$ cat src/hdl/dtfx_pkg.sv
`timescale 1ns / 1ps
// ----------------------------------------------------------------------------
// dtfx_pkg
// shared types and constants of the decimal text to fixed point unit
// ----------------------------------------------------------------------------
package dtfx_pkg;

  // result status codes
  typedef enum logic [1:0] {
    ST_OK       = 2'd0,
    ST_BAD_CHAR = 2'd1,
    ST_NO_DIGIT = 2'd2,
    ST_RANGE    = 2'd3
  } dtfx_status_e;

  // parser phase
  typedef enum logic [1:0] {
    PH_SPACE = 2'd0,
    PH_SIGN  = 2'd1,
    PH_BODY  = 2'd2
  } dtfx_phase_e;

  // character codes
  localparam logic [7:0] CH_NUL   = 8'h00;
  localparam logic [7:0] CH_TAB   = 8'h09;
  localparam logic [7:0] CH_CR    = 8'h0d;
  localparam logic [7:0] CH_SPACE = 8'h20;
  localparam logic [7:0] CH_PLUS  = 8'h2b;
  localparam logic [7:0] CH_MINUS = 8'h2d;
  localparam logic [7:0] CH_POINT = 8'h2e;
  localparam logic [7:0] CH_ZERO  = 8'h30;
  localparam logic [7:0] CH_NINE  = 8'h39;

  // place weights: 2^f / 10^k is zero from k = 15 on for every f up to 48
  localparam int NumPlaces = 16;
  localparam int PlaceIdxWidth = $clog2(NumPlaces);

  localparam logic [63:0] POW10 [NumPlaces] = '{
    64'd1,
    64'd10,
    64'd100,
    64'd1000,
    64'd10000,
    64'd100000,
    64'd1000000,
    64'd10000000,
    64'd100000000,
    64'd1000000000,
    64'd10000000000,
    64'd100000000000,
    64'd1000000000000,
    64'd10000000000000,
    64'd100000000000000,
    64'd1000000000000000
  };

endpackage

$ cat src/hdl/dtfx_intf.sv
`timescale 1ns / 1ps
// ----------------------------------------------------------------------------
// dtfx channel interfaces
// byte input channel and result output channel, valid/ready handshake
// ----------------------------------------------------------------------------
interface dtfx_in_if;
  logic       valid;
  logic       ready;
  logic [7:0] ch;

  modport source (output valid, output ch, input ready);
  modport sink   (input valid, input ch, output ready);
endinterface

interface dtfx_out_if #(
  parameter int ValueWidth = 31
);
  logic                          valid;
  logic                          ready;
  logic signed [ValueWidth-1:0]  value;
  dtfx_pkg::dtfx_status_e        status;

  modport source (output valid, output value, output status, input ready);
  modport sink   (input valid, input value, input status, output ready);
endinterface

$ cat src/hdl/dtfx_parse.sv
`timescale 1ns / 1ps
// ----------------------------------------------------------------------------
// dtfx_parse
// parser state and accumulators, one byte per step, result fields on nul
// ----------------------------------------------------------------------------
module dtfx_parse #(
  parameter int FracBits = 28
) (
  input  logic                         clk_i,
  input  logic                         rst_ni,
  input  logic                         step_i,
  input  logic [7:0]                   ch_i,
  output logic signed [FracBits+2:0]   value_o,
  output dtfx_pkg::dtfx_status_e       status_o
);
  import dtfx_pkg::*;

  localparam int ValueWidth = FracBits + 3;
  localparam logic [63:0] OneFx = 64'd1 << FracBits;

  // truncated place weights, entry k = floor(2^f / 10^k) for k >= 1; entry 0 truncates to zero
  logic [FracBits-1:0] weight_tab [NumPlaces];

  for (genvar k = 0; k < NumPlaces; k++) begin : g_weight
    localparam logic [63:0] WeightK = OneFx / POW10[k];
    assign weight_tab[k] = WeightK[FracBits-1:0];
  end

  dtfx_phase_e              phase_q, phase_d;
  logic                     neg_q, neg_d;
  logic                     point_q, point_d;
  logic                     digit_q, digit_d;
  logic                     bad_q, bad_d;
  logic [1:0]               whole_q, whole_d;
  logic [FracBits-1:0]      frac_q, frac_d;
  logic [PlaceIdxWidth-1:0] place_q, place_d;
  logic                     nz_q, nz_d;

  logic                     is_space;
  logic                     is_digit;
  logic [3:0]               dig;
  logic [5:0]               whole_sum;
  logic [PlaceIdxWidth-1:0] place_next;
  logic [FracBits+3:0]      prod;
  logic                     in_body;
  dtfx_phase_e              phase_eff;

  assign is_space   = ((ch_i >= CH_TAB) && (ch_i <= CH_CR)) || (ch_i == CH_SPACE);
  assign is_digit   = (ch_i >= CH_ZERO) && (ch_i <= CH_NINE);
  assign dig        = 4'(ch_i - CH_ZERO);
  assign whole_sum  = 6'(whole_q) * 6'd10 + 6'(dig);
  assign place_next = (place_q == '1) ? place_q : place_q + 1'b1;
  assign prod       = {4'b0, weight_tab[place_next]} * {{FracBits{1'b0}}, dig};

  // next phase: leading blanks, then signs, then body
  always_comb begin
    phase_eff = phase_q;
    in_body   = 1'b0;
    unique case (phase_q)
      PH_SPACE: begin
        if (is_space) begin
          phase_eff = PH_SPACE;
        end else if ((ch_i == CH_PLUS) || (ch_i == CH_MINUS)) begin
          phase_eff = PH_SIGN;
        end else begin
          phase_eff = PH_BODY;
          in_body   = 1'b1;
        end
      end
      PH_SIGN: begin
        if ((ch_i == CH_PLUS) || (ch_i == CH_MINUS)) begin
          phase_eff = PH_SIGN;
        end else begin
          phase_eff = PH_BODY;
          in_body   = 1'b1;
        end
      end
      PH_BODY: begin
        phase_eff = PH_BODY;
        in_body   = 1'b1;
      end
      default: begin
        phase_eff = PH_SPACE;
      end
    endcase
  end

  always_comb begin
    phase_d = phase_q;
    if (step_i) begin
      phase_d = (ch_i == CH_NUL) ? PH_SPACE : phase_eff;
    end
  end

  // accumulator updates
  always_comb begin
    neg_d   = neg_q;
    point_d = point_q;
    digit_d = digit_q;
    bad_d   = bad_q;
    whole_d = whole_q;
    frac_d  = frac_q;
    place_d = place_q;
    nz_d    = nz_q;
    if (step_i) begin
      if (ch_i == CH_NUL) begin
        neg_d   = 1'b0;
        point_d = 1'b0;
        digit_d = 1'b0;
        bad_d   = 1'b0;
        whole_d = '0;
        frac_d  = '0;
        place_d = '0;
        nz_d    = 1'b0;
      end else if (!in_body) begin
        if ((phase_eff == PH_SIGN) && (ch_i == CH_MINUS)) begin
          neg_d = !neg_q;
        end
      end else if (!bad_q) begin
        priority if (ch_i == CH_POINT) begin
          if (point_q) begin
            bad_d = 1'b1;
          end else begin
            point_d = 1'b1;
          end
        end else if (is_digit) begin
          digit_d = 1'b1;
          if (!point_q) begin
            whole_d = (whole_sum > 6'd3) ? 2'd3 : whole_sum[1:0];
          end else begin
            place_d = place_next;
            frac_d  = frac_q + prod[FracBits-1:0];
            if (dig != 4'd0) begin
              nz_d = 1'b1;
            end
          end
        end else begin
          bad_d = 1'b1;
        end
      end
    end
  end

  always_ff @(posedge clk_i or negedge rst_ni) begin
    if (!rst_ni) begin
      phase_q <= PH_SPACE;
      neg_q   <= 1'b0;
      point_q <= 1'b0;
      digit_q <= 1'b0;
      bad_q   <= 1'b0;
      whole_q <= '0;
      frac_q  <= '0;
      place_q <= '0;
      nz_q    <= 1'b0;
    end else begin
      phase_q <= phase_d;
      neg_q   <= neg_d;
      point_q <= point_d;
      digit_q <= digit_d;
      bad_q   <= bad_d;
      whole_q <= whole_d;
      frac_q  <= frac_d;
      place_q <= place_d;
      nz_q    <= nz_d;
    end
  end

  // final result from the state left by the body
  logic [ValueWidth-1:0] mag;
  assign mag = {1'b0, whole_q, frac_q};

  always_comb begin
    value_o = '0;
    priority if (bad_q) begin
      status_o = ST_BAD_CHAR;
    end else if (!digit_q) begin
      status_o = ST_NO_DIGIT;
    end else if ((whole_q == 2'd3) || ((whole_q == 2'd2) && nz_q)) begin
      status_o = ST_RANGE;
    end else begin
      status_o = ST_OK;
      value_o  = neg_q ? -mag : mag;
    end
  end

endmodule

$ cat src/hdl/decimal_text_to_fixed_point_unit.sv
`timescale 1ns / 1ps
// ----------------------------------------------------------------------------
// decimal_text_to_fixed_point_unit
// parses a nul-terminated decimal string into a signed fixed-point value
// ----------------------------------------------------------------------------
//
//  channel  dir  beat contents                    beats
//  in_i     in   ch: one ascii byte               one per string byte
//  out_o    out  value, status                    one per nul byte
//
//  one byte per cycle sustained unless a nul waits on a full result register;
//  a result is offered once its nul has passed the byte register into the
//  result register; the single accumulator update in dtfx_parse sets the rate
//  reset clears the parser and both valid flags; no memory, no clearing pass
//  a nul waits in the byte register only while the result register is
//  full and not being taken; other bytes keep flowing past a waiting result
//
module decimal_text_to_fixed_point_unit #(
  parameter int FRAC_BITS = 28
) (
  input  logic       clk_i,
  input  logic       rst_ni,
  dtfx_in_if.sink    in_i,
  dtfx_out_if.source out_o
);
  import dtfx_pkg::*;

  localparam int ValueWidth = FRAC_BITS + 3;

  // byte register
  logic       stage_valid_q, stage_valid_d;
  logic [7:0] stage_ch_q;
  logic       stage_nul;
  logic       stage_fire;
  logic       in_fire;

  // result register
  logic                         out_valid_q, out_valid_d;
  logic signed [ValueWidth-1:0] out_value_q;
  dtfx_status_e                 out_status_q;
  logic                         out_load;

  // parser result fields
  logic signed [ValueWidth-1:0] res_value;
  dtfx_status_e                 res_status;

  assign stage_nul = (stage_ch_q == CH_NUL);
  // a nul moves on only if the result register is free or draining
  assign stage_fire = stage_valid_q && (!stage_nul || !out_valid_q || out_o.ready);
  assign in_i.ready = !stage_valid_q || stage_fire;
  assign in_fire    = in_i.valid && in_i.ready;
  assign out_load   = stage_fire && stage_nul;

  always_comb begin
    stage_valid_d = stage_valid_q;
    if (in_fire) begin
      stage_valid_d = 1'b1;
    end else if (stage_fire) begin
      stage_valid_d = 1'b0;
    end
  end

  always_comb begin
    out_valid_d = out_valid_q;
    if (out_load) begin
      out_valid_d = 1'b1;
    end else if (out_o.ready) begin
      out_valid_d = 1'b0;
    end
  end

  always_ff @(posedge clk_i or negedge rst_ni) begin
    if (!rst_ni) begin
      stage_valid_q <= 1'b0;
      out_valid_q   <= 1'b0;
    end else begin
      stage_valid_q <= stage_valid_d;
      out_valid_q   <= out_valid_d;
    end
  end

  // payload registers
  always_ff @(posedge clk_i) begin
    if (in_fire) begin
      stage_ch_q <= in_i.ch;
    end
    if (out_load) begin
      out_value_q  <= res_value;
      out_status_q <= res_status;
    end
  end

  dtfx_parse #(
    .FracBits (FRAC_BITS)
  ) u_parse (
    .clk_i    (clk_i),
    .rst_ni   (rst_ni),
    .step_i   (stage_fire),
    .ch_i     (stage_ch_q),
    .value_o  (res_value),
    .status_o (res_status)
  );

  assign out_o.valid  = out_valid_q;
  assign out_o.value  = out_value_q;
  assign out_o.status = out_status_q;

  // a held nul must stall the input side
  a_nul_stall: assert property (@(posedge clk_i) disable iff (!rst_ni)
    (stage_valid_q && stage_nul && out_valid_q && !out_o.ready) |-> !in_i.ready)
    else $error("input taken while a nul waits on a full result register");

  // failed results carry a zero value
  a_fail_zero: assert property (@(posedge clk_i) disable iff (!rst_ni)
    (out_valid_q && (out_status_q != ST_OK)) |-> (out_value_q == '0))
    else $error("nonzero value with a failing status");

  // a new result only follows a nul leaving the byte register
  a_result_src: assert property (@(posedge clk_i) disable iff (!rst_ni)
    $rose(out_valid_q) |-> $past(stage_valid_q && stage_nul))
    else $error("result raised without a nul byte");

endmodule
$ cat src/flat_wrapper.sv
// flat-port wrapper written by rule: the top's interface ports become plain ports
module decimal_text_to_fixed_point_unit_flat import dtfx_pkg::*;
#(
  parameter int FRAC_BITS = 28
)
  (clk_i, rst_ni, in_i_valid, in_i_ch, in_i_ready, out_o_valid, out_o_value, out_o_status, out_o_ready);
  dtfx_in_if in_i_i ();
  dtfx_out_if out_o_i ();
  input  logic clk_i;
  input  logic rst_ni;
  input wire logic [$bits(in_i_i.valid)-1:0] in_i_valid;
  input wire logic [$bits(in_i_i.ch)-1:0] in_i_ch;
  output wire logic [$bits(in_i_i.ready)-1:0] in_i_ready;
  output wire logic [$bits(out_o_i.valid)-1:0] out_o_valid;
  output wire logic [$bits(out_o_i.value)-1:0] out_o_value;
  output wire logic [$bits(out_o_i.status)-1:0] out_o_status;
  input wire logic [$bits(out_o_i.ready)-1:0] out_o_ready;
  assign in_i_i.valid = in_i_valid;
  assign in_i_i.ch = in_i_ch;
  assign in_i_ready = in_i_i.ready;
  assign out_o_valid = out_o_i.valid;
  assign out_o_value = out_o_i.value;
  assign out_o_status = out_o_i.status;
  assign out_o_i.ready = out_o_ready;
  decimal_text_to_fixed_point_unit #(.FRAC_BITS(FRAC_BITS)) u_core (.clk_i(clk_i), .rst_ni(rst_ni), .in_i(in_i_i), .out_o(out_o_i));
endmodule
$ cat config.mk
export PLATFORM = sky130hd
export DESIGN_NAME = decimal_text_to_fixed_point_unit_flat
export DESIGN_NICKNAME = d
export VERILOG_FILES = /design/src/hdl/dtfx_pkg.sv /design/src/hdl/dtfx_intf.sv /design/src/hdl/dtfx_parse.sv /design/src/hdl/decimal_text_to_fixed_point_unit.sv /design/src/flat_wrapper.sv
export SDC_FILE = /design/constraint.sdc
export NUM_CORES = 1
export LEC_CHECK = 0
export CORE_MARGIN = 5
export CORE_UTILIZATION = 40
export CTS_BUF_LIST = sky130_fd_sc_hd__clkbuf_16
export DETAILED_ROUTE_END_ITERATION = 16
export DONT_BUFFER_PORTS = 1
export GPL_TIMING_DRIVEN = 0
export PLACE_DENSITY_LB_ADDON = 0.2
export SLEW_MARGIN = 20
export SYNTH_ARGS = -nofsm -noshare
export SYNTH_HDL_FRONTEND = slang
export SYNTH_HIERARCHICAL = 1
export SYNTH_SLANG_ARGS = --single-unit
$ cat constraint.sdc
create_clock -name clk_i -period 7.05 [get_ports clk_i]
set_clock_uncertainty 0.15 [all_clocks]
set_input_delay 0.705 -clock clk_i [delete_from_list [all_inputs] [get_ports clk_i]]
set_output_delay 0.705 -clock clk_i [all_outputs]
set_load 0.02 [all_outputs]
[Word level (Yosys, flattened, before mapping)]
Memories as Yosys holds them, arrays and structs flattened.
Cells that the tools add are included.
Widths: inputs -> output; s select.
Storage, ports and cells
  bits in registers: 84
  ROM bits: 448
  input port bits: 12
  output and inout bits: 35
  logic and storage cells: 144
  memories: 1
Operators by class
  $add $sub $neg: 5
  multipliers: 2
  order comparisons: 6
  eq/ne operators: 14
  multiplexer cells: 61
  bitwise logic cells: 3
  reduce and logical (&&, ||, !) cells: 37
Memory list
  (name not given): words 16, width 28, read ports 1, clocked after memory_dff 0, wr ports 0, RTL line dtfx_parse.sv:53  | assign prod = {4'b0, weight_tab[place_next]} * {{FracBits{1'b0}}, dig};
Operator list (number)
  $mux 28: 8
  $eq 8x6->1 const B: 4
  $mux 1: 31
  $neg 30->31: 1
  $mux 30: 1
  $add 28x28->28: 1
  $mul 28x4->28: 1
  $mux 4: 7
  $mux 2: 12
  $reduce_bool 2->1: 8
  $reduce_and 6->1: 2
  $ge 8x4->1 const B: 1
  $ge 8x6->1 const B: 1
  $le 8x4->1 const B: 1
  $le 8x6->1 const B: 1
  $logic_not 8->1: 1
  $ne 2x1->1 const B: 4
  $logic_and 1x1->1: 7
  $reduce_and 7->1: 1
  $add 6x4->6: 1
  $eq 2x2->1 const B: 3
  $gt 6x2->1 const B: 1
  $logic_or 1x1->1: 6
  $pmux 2 s3: 1
  18 further kinds: 23

[Depth between registers and ports, before layout]
Gate-level depths: netlist of the first run.
  depth in word-level cells: 14
  mapped depth: 24
  gate-level depth less buffers: 23

[By module]
Netlist of the first run, hierarchy kept.
Modules (own cells, without submodules)
  dtfx_parse: instances 1, cells an instance 817, area an instance 6475.0 um2, seq. area each 1026.0 um2
  decimal_text_to_fixed_point_unit: instances 1, cells an instance 54, area an instance 1387.6 um2, seq. area each 1281.2 um2

[Least setup slack after synthesis of the first run]
No wires, ideal clock.
  kind: flip-flop to flip-flop
  from: register u_core.u_parse.place_q[0]
  to: register u_core.u_parse.frac_q[27]
  library setup time: 69 ps
  arrival: 5488 ps
  required time: 6831 ps
  path slack: 1344 ps
  cell stages (with the launch flop): 22
  path buffers: 0
  period minus slack after synthesis: 5706 ps
  cells stage by stage: dfrtp_1 > ha_1 > nand3_1 > mux2i_1 > inv_1 > ha_1 > nand2_1 > a31oi_1 > nand2b_1 > fa_1 > fa_1 > fa_1 > inv_1 > ha_1 > nor2b_1 > o2111ai_1 > a21boi_0 > a311o_1 > a211o_1 > xnor2_1 > or3_1 > nand3_1
Between the ends
  cells in the longest elaborated chain, start to end: 14
  elaborated cells on any way between the ends: 15
  classes of those cells: 2 x add/sub; 1 x mul; 1 x eq/ne; 9 x mux; 1 x bitwise; 1 x memory
RTL lines
  start: declaration: RTL line dtfx_parse.sv:36  | logic [PlaceIdxWidth-1:0] place_q, place_d;
  start signal: assignment: RTL line dtfx_parse.sv:163  | place_q <= place_d;
  $add 4x1->4 / $eq 4x4->1 (equally long branches): RTL line dtfx_parse.sv:52  | assign place_next = (place_q == '1) ? place_q : place_q + 1'b1;
  $mux 4 (*): RTL line dtfx_parse.sv:52
  $not 4->5 (implied by the code) (*): RTL line dtfx_parse.sv:53
  $mem_v2 16x28 (*)
  $mux 28 (implied by the code) (*) (2 in series): RTL line dtfx_parse.sv:53
  $mul 28x4->28 (*): RTL line dtfx_parse.sv:53
  $add 28x28->28 (*): RTL line dtfx_parse.sv:132  | frac_d = frac_q + prod[FracBits-1:0];
  $mux 28 (*): RTL line dtfx_parse.sv:128  | if (!point_q) begin
  $mux 28 (*): RTL line dtfx_parse.sv:126  | end else if (is_digit) begin
  $mux 28 (*): RTL line dtfx_parse.sv:120  | priority if (ch_i == CH_POINT) begin
  $mux 28 (*): RTL line dtfx_parse.sv:119  | end else if (!bad_q) begin
  $mux 28 (*): RTL line dtfx_parse.sv:115  | end else if (!in_body) begin
  $mux 28 (*): RTL line dtfx_parse.sv:106  | if (ch_i == CH_NUL) begin
  end signal: assignment: RTL line dtfx_parse.sv:162  | frac_q <= frac_d;
  end: declaration: RTL line dtfx_parse.sv:35  | logic [FracBits-1:0] frac_q, frac_d;
Every way passes the cells marked *; elsewhere a longest branch is shown, timed or not. The select of a mux whose other input is x is not followed.
A chain may end at the register's enable or synchronous reset.

[Worst setup path in the final report of the first run]
  from: register u_core.u_parse.place_q[3]
  to: register u_core.u_parse.frac_q[26]
Same word-level chain as after synthesis.

==> results of run 1 <==
kinds of logic after synthesis:
family,Yosys count,share of synthesized area [%]
XOR/XNOR,55,6.13
adder cells (fa/ha/maj),116,24.6
buffers and inverters,192,9.17
AND/OR/NAND/NOR,256,16.8
multiplexers,5,0.668
AO/OA/AOI/OAI,163,13.3
flip-flops,84,29.3
sequential cells by signal, summed over array words and instances, names as in the netlist:
signal                  flops
u_core/out_o.status         2
u_core/out_o.valid          1
u_core/out_o.value         31
u_core/stage_ch_q           8
u_core/stage_valid_q        1
u_core/u_parse/bad_q        1
u_core/u_parse/digit_q      1
u_core/u_parse/frac_q      28
u_core/u_parse/neg_q        1
u_core/u_parse/nz_q         1
u_core/u_parse/phase_q      2
u_core/u_parse/place_q      4
u_core/u_parse/point_q      1
u_core/u_parse/whole_q      2
critical path, stage by stage, from the launching register on:
cell and delay, ps:
dfrtp_1 370, clkbuf_1 380, nand3_1 240, mux2i_2 380, inv_1 80, ha_1 280, nand2_1 50, a31oi_1 380
nor2_1 120, fa_1 520, fa_1 550, inv_1 50, fa_1 490, inv_1 40, ha_1 340, and2_1 160
a31oi_1 270, a22oi_1 250, a31oi_1 410, o41ai_2 140, a221oi_1 330, xor2_1 190, o22ai_1 100
how the worst min path moves through the flow:
stage | end | slack (ps) | cells after the start | startpoint
after floorplan | u_core/out_o.valid | 260 | 0 | rst_ni
after global placement | u_core/u_parse/place_q[0] | 260 | 0 | rst_ni
after detailed placement | u_core/u_parse/place_q[0] | 260 | 0 | rst_ni
after CTS | u_core/u_parse/place_q[3] | 40 | 1 | rst_ni
after global routing | u_core/u_parse/place_q[3] | 50 | 1 | rst_ni
final | u_core/u_parse/place_q[0] | 30 | 1 | rst_ni
power by group through the flow:
stage | Combinational [mW] | Clock [mW] | Sequential (mW)
floorplan | 1.28 | 0 | 0.576
global placement | 1.59 | 0 | 0.584
detailed placement | 1.59 | 0 | 0.586
CTS | 1.61 | 0.521 | 0.576
global route | 1.85 | 0.536 | 0.582
finish | 1.61 | 0.509 | 0.576
cell usage after synthesis (9+ instances only):
| cell | n |
|---|---|
| xor2_1 | 16 |
| a21oi_1 | 40 |
| and3_1 | 14 |
| dfrtp_1 | 43 |
| nor2_1 | 59 |
| a31oi_1 | 10 |
| nand2_1 | 62 |
| inv_1 | 162 |
| o21ai_0 | 34 |
| xnor2_1 | 39 |
| nand3_1 | 17 |
| ha_1 | 52 |
| nand4_1 | 10 |
| nor3_1 | 16 |
| or3_1 | 9 |
| and2_1 | 33 |
| o31ai_1 | 15 |
| clkbuf_1 | 29 |
| fa_1 | 64 |
| o22ai_1 | 16 |
| edfxtp_1 | 41 |
layer usage:
layer	vias to the layer above	part of all wire [%]	wire length, um	global-route usage, %
met5	-	0	0	0
met4	0	2.0	379	4.94
met3	18	3.1	583	2.86
met2	114	45	8420	27.6
met1	2731	50	9310	24.9
li1	2929	-	-	-
per-stage QoR:
step                      worst slack (ps)  instance area (sq um)
final                                  622                   8560
after global placement                 534                   8190
after floorplan                       1340                   7860
after detailed placement               487                   8200
after CTS                              455                   8550
after global routing                  84.5                   8560
layout make-up:
class,count,area [sq um]
Clock inverter,6,67.6
Clock buffer,10,250
Inverter,162,608
Sequential cell,84,2310
Buffer,30,113
Fill cell,1953,10800
Timing Repair Buffer,1,27.5
Tap cell,265,332
Multi-Input combinational cell,595,4850
what timing repair did:
item,CTS,global route
setup endpoints to repair,0,1
buffers inserted,0,0
resized for setup,0,2
hold endpoints to repair,43,0
hold buffers,1,0
==> flow_metrics.py, run 1 <==
metrics = {
    "timing": {
        "slew_headroom_pct": 37.5,
        "fin_crit_ps": 6430,
        "setup_violations": 0,
        "period_share_pct": 91.2,
        "worst_pin_slew_ps": 925,
        "setup_tns_ps": 0,
        "max_freq_mhz": 156,
        "hold_viol": 0,
        "slew_violations": 0,
        "rsz0062_at_grt": "false",
        "holdWs_ps": 31.6,
    },
    "routing": {
        "drt-initial-drc-count": 314,
        "drt_pass1_iterations": 5,
        "wirelength_mm": 18.7,
        "vias": 5792,
        "wire_per_inst_um": 16.2,
        "drc": 0,
        "viasPerCell": 5.02,
        "ant_nets": 0,
    },
    "synthesis": {
        "yosysTopAreaCellShare_pct": 16.3,
        "ys_seq_elements": 84,
        "synth_area_leader_cell": "fa_1",
        "ys_seq_area_share_pct": 29.3,
        "ys_top_cells_by_area": "fa_1 (16%), edfxtp_1 (16%), dfrtp_1 (14%)",
        "syn_area_sq_um": 7860,
        "synthCells": 871,
        "synth_cell_types": 58,
        "synth_edf_count": 41,
        "ys.warnings.count": 6,
        "synth_nets": 999,
        "async_flop_share_pct": 51.2,
        "ys.flop_type": "dfrtp_1",
        "syn_avg_cell_area_sq_um": 9.03,
    },
    "pwr": {
        "peakVddDrop_mv": 0.191,
        "swShare_pct": 44.4,
        "total_power_mw": 2.70,
        "power_frac_clock_pct": 18.9,
        "p_seq_share_pct": 21.3,
        "power_density_nw_per_um2": 315,
        "p_int_mw": 1.50,
        "pwr-share-comb_pct": 59.8,
        "p_leak_nw": 3.84,
        "switchingPower_mw": 1.20,
    },
    "placed_design": {
        "dp.cells": 1136,
        "numPortBuffers": 0,
        "finalWeightedCongestion": 0.880,
        "dpl.hpwl_mm": 15.5,
    },
    "setup_path": {
        "critPathCaptureType": "flop",
        "critPathLaunchType": "flop",
        "r2r-end": "u_core/u_parse/frac_q[26]",
        "crit_type": "flop to flop",
        "r2r_cells": 22,
        "cp-startpoint": "u_core/u_parse/place_q[3]",
        "reg2reg_from": "u_core/u_parse/place_q[3]",
        "crit_arrival_ps": 6460,
        "cp.required_ps": 7080,
        "critPathMaxFanout": 10,
        "crit_end": "u_core/u_parse/frac_q[26]",
        "reg2reg_slack_ps": 620,
    },
    "global_routing": {
        "grt_max_degree": 44,
        "grtUsageTotal_pct": 17.5,
        "antenna_found_initial": 0,
        "overflow": 0,
        "grt_pass1_vias": 5643,
        "grt_pass1_wl_mm": 30.6,
    },
    "clock_network": {
        "cts_tree": "built",
        "path_clk_slew_ps": 70,
        "cts_buffers": 9,
        "clock_tree.buffer_depth": 2,
        "cts.sinks": 84,
        "htree_num_levels": 3,
        "cts_root_buf": "clkbuf_16",
        "clock_latency_ps": 350,
    },
    "die": {
        "die_y_um": 150,
        "initial_core_util_pct": 40.5,
        "dieArea_sq_um": 22600,
        "core_sq_um": 19400,
        "die_w_um": 150,
        "rows": 51,
        "io_pins": 47,
    },
    "cells_and_area": {
        "syn_to_final_growth_pct": 8.83,
        "stdcell_count": 1153,
        "final_nets": 1011,
        "fin_util_pct": 44.1,
        "final_cell_mix": "inv_1 (162), fa_1 (64), nand2_1 (62), nor2_1 (59), ha_1 (52)",
        "layout_commonest_cell": "inv_1",
        "drive_gt1_share_pct": 3.72,
        "antenna_cells": 0,
    },
    "hold_path": {
        "hold_class": "input pin to async pin",
    },
    "flow_run": {
        "drv_cap": 0,
    },
    "run_status": {
        "status": "finished, final reports clean",
    },
}
(Power assumes the default switching activity.)
==> run 2: changes to the inputs <==
PLACE_DENSITY_LB_ADDON = 0.15   (was 0.2)
==> flow_metrics.py, run 2 (same netlist as run 1, synthesis figures left out) <==
metrics = {
    "run_status": {
        "status": "finished, final reports clean",
    },
    "clock_network": {
        "cts_root_buf": "clkbuf_16",
        "path_clk_slew_ps": 70,
        "cts.sinks": 84,
        "clock_latency_ps": 350,
        "cts_resized": 0,
        "clock_tree.buffer_depth": 2,
        "htree_num_levels": 3,
        "cts_tree": "built",
        "cts_buffers": 9,
    },
    "setup_path": {
        "critPathLaunchType": "flop",
        "crit_type": "flop to flop",
        "critPathMaxFanout": 10,
        "crit_arrival_ps": 6640,
        "cp.required_ps": 7080,
        "critPathCaptureType": "flop",
    },
    "timing": {
        "rsz0062_at_grt": "false",
        "fin_crit_ps": 6600,
        "worst_pin_slew_ps": 879,
        "hold_viol": 0,
        "setup_tns_ps": 0,
        "slew_violations": 0,
        "period_share_pct": 93.7,
        "holdWs_ps": 28.6,
        "slew_headroom_pct": 40.6,
        "setup_violations": 0,
        "max_freq_mhz": 151,
    },
    "placed_design": {
        "dpl.hpwl_mm": 15.7,
        "postPlaceCellArea_sq_um": 8200,
        "dp.cells": 1136,
        "finalWeightedCongestion": 0.827,
        "numPortBuffers": 0,
    },
    "routing": {
        "viasPerCell": 4.98,
        "ant_nets": 0,
        "drt-initial-drc-count": 285,
        "drt_pass1_iterations": 5,
        "wirelength_mm": 18.9,
        "wire_per_inst_um": 16.4,
        "vias": 5738,
        "drc": 0,
    },
    "flow_run": {
        "drv_cap": 0,
    },
    "pwr": {
        "peakVddDrop_mv": 0.182,
        "p_leak_nw": 3.83,
        "power_density_nw_per_um2": 315,
    },
    "die": {
        "die_y_um": 150,
        "initial_core_util_pct": 40.5,
        "rows": 51,
        "core_sq_um": 19400,
        "die_w_um": 150,
        "dieArea_sq_um": 22600,
        "io_pins": 47,
    },
    "cells_and_area": {
        "design_area_sq_um": 8530,
        "drive_gt1_share_pct": 3.49,
        "fillers": 1975,
        "layout_commonest_cell": "inv_1",
        "final_cell_mix": "inv_1 (163), fa_1 (64), nand2_1 (62), nor2_1 (59), ha_1 (52)",
        "final_nets": 1011,
        "antenna_cells": 0,
        "stdcell_count": 1153,
        "largest_reg_flops": 31,
        "syn_to_final_growth_pct": 8.47,
    },
    "global_routing": {
        "grt_pass1_vias": 5538,
        "antenna_found_initial": 0,
        "overflow": 0,
        "grtUsageTotal_pct": 17.6,
        "grt_max_degree": 44,
        "grt_pass1_wl_mm": 30.7,
    },
    "hold_path": {
        "hold_class": "input pin to async pin",
    },
}
-- run 2: changes by cell type in the layout (fill, tap and decap cells not counted), sizes merged --
cell | before | now
clkbuf | 39 | 38
inv | 164 | 165
clkinvlp | 1 | 2
clkinv | 2 | 1
-- run 2: metal layers --
layer	track usage (%)	wire, um	vias up
met5	0	0	-
met4	5.54	414	0
met3	2.29	628	17
met2	26.0	8200	115
met1	26.6	9700	2675
li1	-	-	2931
-- run 2: metrics by stage --
stage	total power, mW	setup WS, ps	util, %
after floorplan	1.86	1340	-
after global placement	2.19	464	42.2
after detailed placement	2.19	491	42.3
after CTS	2.70	472	44.0
after global routing	2.96	14.8	44.0
final	2.68	445	44.0
-- run 2: where the power goes --
part | internal [mW] | switching [mW] | total, mW
clock network | 0.277 | 0.211 | 0.488
registers | 0.542 | 0.0333 | 0.575
logic | 0.662 | 0.957 | 1.62
total | 1.48 | 1.20 | 2.68
-- run 2: layout make-up --
type	instances	area (sq um)	share of cell area, %
clock inverters	7	75.1	0.880
clock buffers	9	225	2.64
inverters	162	608	7.13
repair buffers	1	27.5	0.323
flip-flops and latches	84	2310	27.1
multi-input cells	595	4840	56.8
plain buffers	30	113	1.32
well taps	265	332	3.89
-- run 2: path summary, 6_finish.rpt --
path,from,end,slack (ps),depth (start not counted)
max in group asynchronous,rst_ni,u_core/u_parse/frac_q[23],6470,1
hold reg to reg,u_core/u_parse/frac_q[17],u_core/u_parse/frac_q[17],360,2
hold / removal,rst_ni,u_core/u_parse/place_q[1],30,1
setup / recovery,u_core/u_parse/place_q[3],u_core/u_parse/frac_q[26],450,22
setup reg to reg,u_core/u_parse/place_q[3],u_core/u_parse/frac_q[26],450,22
min in group clk_i,in_i_ch[3],u_core/stage_ch_q[3],300,0
-- run 2: repair_timing --
item / CTS / global route
hold buffers: 1 / 0
setup endpoints to repair: 0 / 0
buffers inserted: 0 / 0
hold endpoints to repair: 43 / 0
-- run 2: critical path, stage by stage, from the launching register on --
cell,delay (ps)
dfrtp_1,370
clkbuf_1,400
nand3_1,220
mux2i_1,440
inv_1,90
ha_1,280
nand2_1,40
a31oi_1,400
nor2_1,120
fa_1,530
fa_1,550
inv_1,50
fa_1,500
inv_1,40
ha_1,330
and2_1,140
a31oi_1,70
a22oi_1,450
a31oi_1,230
o41ai_1,550
a221oi_1,180
xor2_1,180
o22ai_1,110
